## src/hdl/lz77_greedy_compressor_defines.svh

```systemverilog
// assertion helpers shared by the rtl
`ifndef LZ77_GREEDY_COMPRESSOR_DEFINES_SVH
`define LZ77_GREEDY_COMPRESSOR_DEFINES_SVH

`define LZC_ASSERT_SAME(label, ante, cons) \
  label: assert property (@(posedge clk) disable iff (rst) (ante) |-> (cons)) \
    else $error("lzc check failed");

`define LZC_ASSERT_NEXT(label, ante, cons) \
  label: assert property (@(posedge clk) disable iff (rst) (ante) |=> (cons)) \
    else $error("lzc check failed");

`endif

```

## src/hdl/lzc_pkg.sv

```systemverilog
package lzc_pkg;

  localparam int FIELD_W = 13;
  localparam int BYTE_W = 8;
  localparam int OUT_TDATA_W = 40;

  typedef enum logic {
    ST_IDLE,
    ST_WAIT
  } lzc_state_t;

  typedef struct packed {
    logic shift;
    logic clear;
    logic token_open;
  } lzc_cell_ctrl_t;

endpackage

```

## src/hdl/lzc_cell.sv

```systemverilog
module lzc_cell #(
  parameter int OW = 13
) (
  input  logic                      clk,
  input  logic                      rst,
  input  lzc_pkg::lzc_cell_ctrl_t   ctrl,
  input  logic [OW:0]               len_inc,
  input  logic [OW-1:0]             offset,
  input  logic [lzc_pkg::BYTE_W-1:0] probe,
  input  logic [lzc_pkg::BYTE_W-1:0] byte_in,
  input  logic                      valid_in,
  output logic [lzc_pkg::BYTE_W-1:0] byte_out,
  output logic                      valid_out,
  output logic                      hit
);

  logic [lzc_pkg::BYTE_W-1:0] hist;
  logic valid;
  logic active;
  logic live;
  logic match;

  assign live = ctrl.token_open ? active : valid;
  assign match = live && (hist == probe);
  assign byte_out = hist;
  assign valid_out = valid;

  always_ff @(posedge clk) begin
    if (ctrl.shift) begin
      hist <= byte_in;
    end
  end

  always_ff @(posedge clk) begin
    if (rst || ctrl.clear) begin
      valid <= 1'b0;
    end else if (ctrl.shift) begin
      valid <= valid_in;
    end
  end

  always_ff @(posedge clk) begin
    if (rst) begin
      active <= 1'b0;
      hit <= 1'b0;
    end else if (ctrl.shift) begin
      // candidate retires once it has copied as many bytes as its offset
      active <= match && ({1'b0, offset} > len_inc);
      hit <= match;
    end
  end

endmodule

```

## config.mk

```make
export PLATFORM = sky130hd
export DESIGN_NAME = lzc_cell
export DESIGN_NICKNAME = d
export VERILOG_FILES = /design/src/hdl/lz77_greedy_compressor_defines.svh /design/src/hdl/lzc_pkg.sv /design/src/hdl/lzc_cell.sv
export SDC_FILE = /design/constraint.sdc
export NUM_CORES = 1
export LEC_CHECK = 0
export ABC_CLOCK_PERIOD_IN_PS = 1500
export BUFFER_PORTS_ARGS = -buffer_cell sky130_fd_sc_hd__buf_2
export CORE_AREA = 5 5 52 54
export CTS_CLUSTER_DIAMETER = 120
export DETAILED_ROUTE_END_ITERATION = 10
export DIE_AREA = 0 0 57 59
export GPL_TIMING_DRIVEN = 1
export PLACE_DENSITY = 0.78
export SLEW_MARGIN = 20
export SYNTH_ARGS = -nofsm -noshare
export SYNTH_HDL_FRONTEND = slang
export SYNTH_SLANG_ARGS = --single-unit
```

## constraint.sdc

```tcl
create_clock -name clk -period 1.5 [get_ports clk]
set_input_delay 0.3 -clock clk [delete_from_list [all_inputs] [get_ports clk]]
set_output_delay 0.3 -clock clk [all_outputs]
set_load 0.005 [all_outputs]
```

# Yosys cells after proc, flatten, opt, wreduce, memory -nomap -nowiden

Cells that the tools add are included.

Eq/ne operators: 1
Mux-type cells: 1
Reductions and logical operators: 3
Magnitude comparators: 1

Operators by type and width:

| cell                | count |
|---|---|
| $gt A13 B14 Y1      | 1 |
| $eq A8 B8 Y1        | 1 |
| $logic_and A1 B1 Y1 | 2 |
| $logic_or A1 B1 Y1  | 1 |
| $mux W1             | 1 |

Word-level logic and storage cells: 10
Output and inout port bits: 10
Flip-flop bits (word level): 11

# Longest topological paths before layout

Word-level depth: 3
Depth in mapped cells: 6

# Least setup slack after synthesis

No wires, ideal clock.

Path kind: input to register
Start point: input len_inc[11]
End point: register active
Setup time: 117 ps
Arrival time: 1199 ps
Path slack: 185 ps
Stages on the path: 6
Buffers on the path: 0
Data required time: 1383 ps
Path through: inv_1 > ha_1 > and4b_2 > a21boi_1 > o221ai_1 > a2bb2oi_1

Cells in the longest elaborated chain, start to end: 2

RTL lines:

| item                 | RTL line       | RTL |
|---|---|---|
| from (decl)          | lzc_cell.sv:7  | `input logic [OW:0] len_inc,` |
| $gt A13 B14 Y1       | lzc_cell.sv:48 | `active <= match && ({1'b0, offset} > len_inc);` |
| $logic_and A1 B1 Y1  | lzc_cell.sv:48 |  |
| to (signal assigned) | lzc_cell.sv:48 |  |
| to (decl)            | lzc_cell.sv:19 | `logic active;` |

No other way between the ends.
A chain may end at the register's enable or synchronous reset.

# Worst setup path in the final report

Start point: register hist, in the netlist byte_out[6]
End point: register active

Cells in the longest elaborated chain, start to end: 3

RTL lines:

| item                   | RTL line       | RTL |
|---|---|---|
| from (decl)            | lzc_cell.sv:17 | `logic [lzc_pkg::BYTE_W-1:0] hist;` |
| from (signal assigned) | lzc_cell.sv:30 | `hist <= byte_in;` |
| $eq A8 B8 Y1           | lzc_cell.sv:24 | `assign match = live && (hist == probe);` |
| $logic_and A1 B1 Y1    | lzc_cell.sv:24 |  |
| $logic_and A1 B1 Y1    | lzc_cell.sv:48 |  |

No other way between the ends.

==> out/results.txt <==
The run finished with clean final reports. Cell internal power was estimated by the tool at 0.5555 mW. In this run the cell area of the synthesized design comes to 798.3 µm². The number of antenna diodes in the final layout is 0.

Flop and latch count out of synthesis: 11. For the clock latency on the worst-skew pair, the log shows 260 ps. The CTS root buffer was clkbuf_4. Before antenna repair, the detailed router went through 4 iterations. The critical path class is reg -> reg. Setup violations remaining at the end of the flow were counted as 0.

After routing, the total negative slack on setup checks comes to 0 ps. When the netlist entered floorplanning its net count stood at 138. For this design the static power due to leakage is 0.6397 nW. The number of global-route vias before repair came out at 779. Via count: 781. During synthesis, Yosys emitted a total of 0 warnings. TritonCTS built the clock tree. Once placement finished, the instance area stood at 1131 µm². The tools report the number of hold violations in the final report as 0. The post-cts sizing count is 0, and the highest clock frequency the design can meet is 742.9 MHz. The number of fill cells is 213, and the fraction of the yosys area taken by sequential cells is 0.3762. The first global-routing pass estimated 3298 µm of wire. In this run the worst path has a maximum fanout of 2. The number of enable-type register cells in the synthesized netlist was 8. Count of hold-fix buffers inserted at cts: 0. The post-synthesis mux area share is 0.02508, and the number of post-CTS setup repair buffers is 0. The area fraction in and, or, nand and nor cells after synthesis is 0.1270. The tools report the buffer levels on the longest clock path as 2.

For this run, design rule violations remaining after detail routing come to 0. After global routing the overflow that remains totals 0. met2 is the most crowded layer. Routability-driven placement finished with a final weighted congestion of 0.7877.

The final layout net count is 202. After detailed routing, the number of vias per cell comes to 4.677. The async set-reset flop share out of synthesis came out at 0. Entering global routing, the biggest net connects 11 pins. The adder and majority gate portion of the synthesized area was 0.2038; the power density relative to cell area was 645.4 nW/µm². Synthesis instantiated 27 different standard cells from the library. The largest vdd supply drop came out at 0.0005076 V. After floorplanning, the core was sized to cover 2170 µm². For this run, the number of standard cells in the final layout without fillers is 167. TritonCTS created 3 clock buffers. Horizontal die dimension: 57 µm. The count of pins over their slew limit came out at 0. For the met1 capacity usage during global routing, the log shows 0.1385. Setup repair after global routing left no endpoint under its margin. After synthesis, the cell types taking the most area are edfxtp_1, ha_1, xor2_1, dfxtp_1, inv_1. Final cycle utilization of the critical path: 0.8973. The switching share of power is 0.2563. The tool flagged a number of max-cap violations equal to 0. The run gives 0.267 as the clock network fraction of total power. Share of layout cells above drive strength 1: 0.4604. The number of primary I/O pins was 59. Data arrival time of the critical path: 1540 ps.

Among all flip-flop cells after synthesis, the most frequent one is edfxtp_1. The initial standard-cell utilization of the core is 0.3679, and the clock-pin slew on the worst setup and hold paths is 70 ps. After floorplanning, the core was divided into 17 placement rows. The logs give 2028 µm for the final wirelength and 4.931 ps for the worst clock skew on the final layout. The logs give 0.1211 for the global-route usage over all layers and 26 for the DRC violation total after the first TritonRoute iteration.

Initial antenna violation count: 0. The die covers 3363 µm². After synthesis, the largest family of logic cells by area is adder cells. For the remaining antenna violation count after routing, the log shows 0. Compared with the post-synthesis result, the final layout area differs by 44.98%.

The worst setup path is captured at a flip-flop. The post-placement cell count is 163, and the xor and xnor fraction of the mapped netlist area is 0.08777. For the share of power burned in combinational logic, the log shows 0.253. The classification of the worst-slack hold path is in -> reg.

The clock drives 11 sinks. STA puts the critical path data required time at 1700 ps. The slew at the pin closest to its max-slew limit is 400.6 ps, and the part of the power in registers is 0.480.

The met2 capacity usage during global routing came out at 0.2202. Area fraction in compound gates after synthesis: 0.1144. Summed over all instances, the cell type with the most area after synthesis is edfxtp_1. In the final routed layout, each cell accounts on average for 12.14 µm.

The cell count after synthesis came out at 76. Once layout is done, the placed cells without fillers occupy 1157 µm². The area fraction of the dominant cell type after synthesis is 0.3009. STA classifies the critical path startpoint as a flip-flop. Summed over all nets, the switching power comes to 0.1915 mW.

The number of H-tree levels was 1. The number of buffers inserted by port buffering works out to 58. The detailed-placement wirelength estimate was 1825 µm. The worst-case headroom to the max-slew limit was 0.7305; the die span in y was 59 µm. The final critical delay including setup and external delays was 1346 ps; the average cell area after synthesis was 10.50 µm². Routing usage on met3: 0.03050.
==> routing by layer <==
layer / vias up / part of all wire
li1: 404 / -
met2: 33 / 0.52
met5: - / 0
met3: 2 / 0.096
met4: 0 / 0.0059
met1: 342 / 0.38
==> per-stage QoR <==
stage | power [mW] | setup WS [ps] | hold WS [ps] | utilization
5_1_grt | 0.8017 | 19.03 | 195.8 | 0.5334
3_5_place_dp | 0.5576 | 18.34 | 477.0 | 0.5213
6_report | 0.7470 | 154.0 | 195.0 | 0.5334
4_1_cts | 0.7611 | 150.2 | 189.0 | 0.5334
2_1_floorplan | 0.4494 | 184.5 | 372.4 | -
3_3_place_gp | 0.5495 | 48.68 | 465.1 | 0.5213
==> cell type report <==
| cell class | count | area, µm² | share of cell area |
|---|---|---|---|
| sequential | 11 | 300.3 | 0.2595 |
| multi-input combinational | 51 | 445.4 | 0.3849 |
| tap | 28 | 35.03 | 0.03027 |
| inverter | 14 | 52.55 | 0.04541 |
| timing repair buffer | 59 | 297.8 | 0.2573 |
| clock buffer | 4 | 26.28 | 0.02270 |
==> critical path, stage by stage, from the launching register on <==
cell	delay [ps]
edfxtp_1	410
xor2_1	160
nor4_1	410
nand4_1	140
a2bb2oi_1	160
==> placed cells by master (no fill, tap or decap), drive strengths merged, types with 2 or more instances in the layout <==
master,instances
xor2,8
edfxtp,8
a21oi,3
ha,13
buf,59
nor4,2
a21o,3
mux2i,2
nor2,2
inv,14
dfxtp,3
nand3,2
clkbuf,4
and4,2
==> cell families (layout without fill, tap and decap cells) <==
family	count (synthesis)	after routing
fa+ha+maj	13	13
mux	2	2
compound gates	13	13
xor+xnor	8	8
simple gates	15	15
flops	11	11
buf+inv	14	77
==> cell usage after synthesis, drive strengths merged (2+ instances only) <==
master and number:
inv 14, ha 13, edfxtp 8, xor2 8
a21o 3, a21oi 3, dfxtp 3, and4 2
mux2i 2, nand3 2, nor2 2, nor4 2
==> power by group through the flow <==
stage | combinational (mW) | sequential (mW) | clock, mW
after floorplan | 0.0821 | 0.367 | 0
after global placement | 0.186 | 0.364 | 0
after detailed placement | 0.192 | 0.366 | 0
after CTS | 0.193 | 0.359 | 0.210
after global routing | 0.219 | 0.362 | 0.221
final | 0.189 | 0.358 | 0.200
==> worst paths after layout <==
path | start | endpoint | depth (start not counted) | slack (ps)
worst max-delay path | byte_out[6]$_DFFE_PP_ | active$_SDFFE_PP0P_ | 4 | 150
worst max register to register | byte_out[6]$_DFFE_PP_ | active$_SDFFE_PP0P_ | 4 | 150
worst min register to register | hit$_SDFFE_PP0P_ | hit$_SDFFE_PP0P_ | 2 | 500
worst min-delay path | ctrl[1] | valid_out$_SDFFE_PP0P_ | 2 | 200
==> registers in the layout, summed over array words and instances (netlist names) <==
signal     count
byte_out       8
active         1
hit            1
valid_out      1
Power figures use the tool's default switching activity.
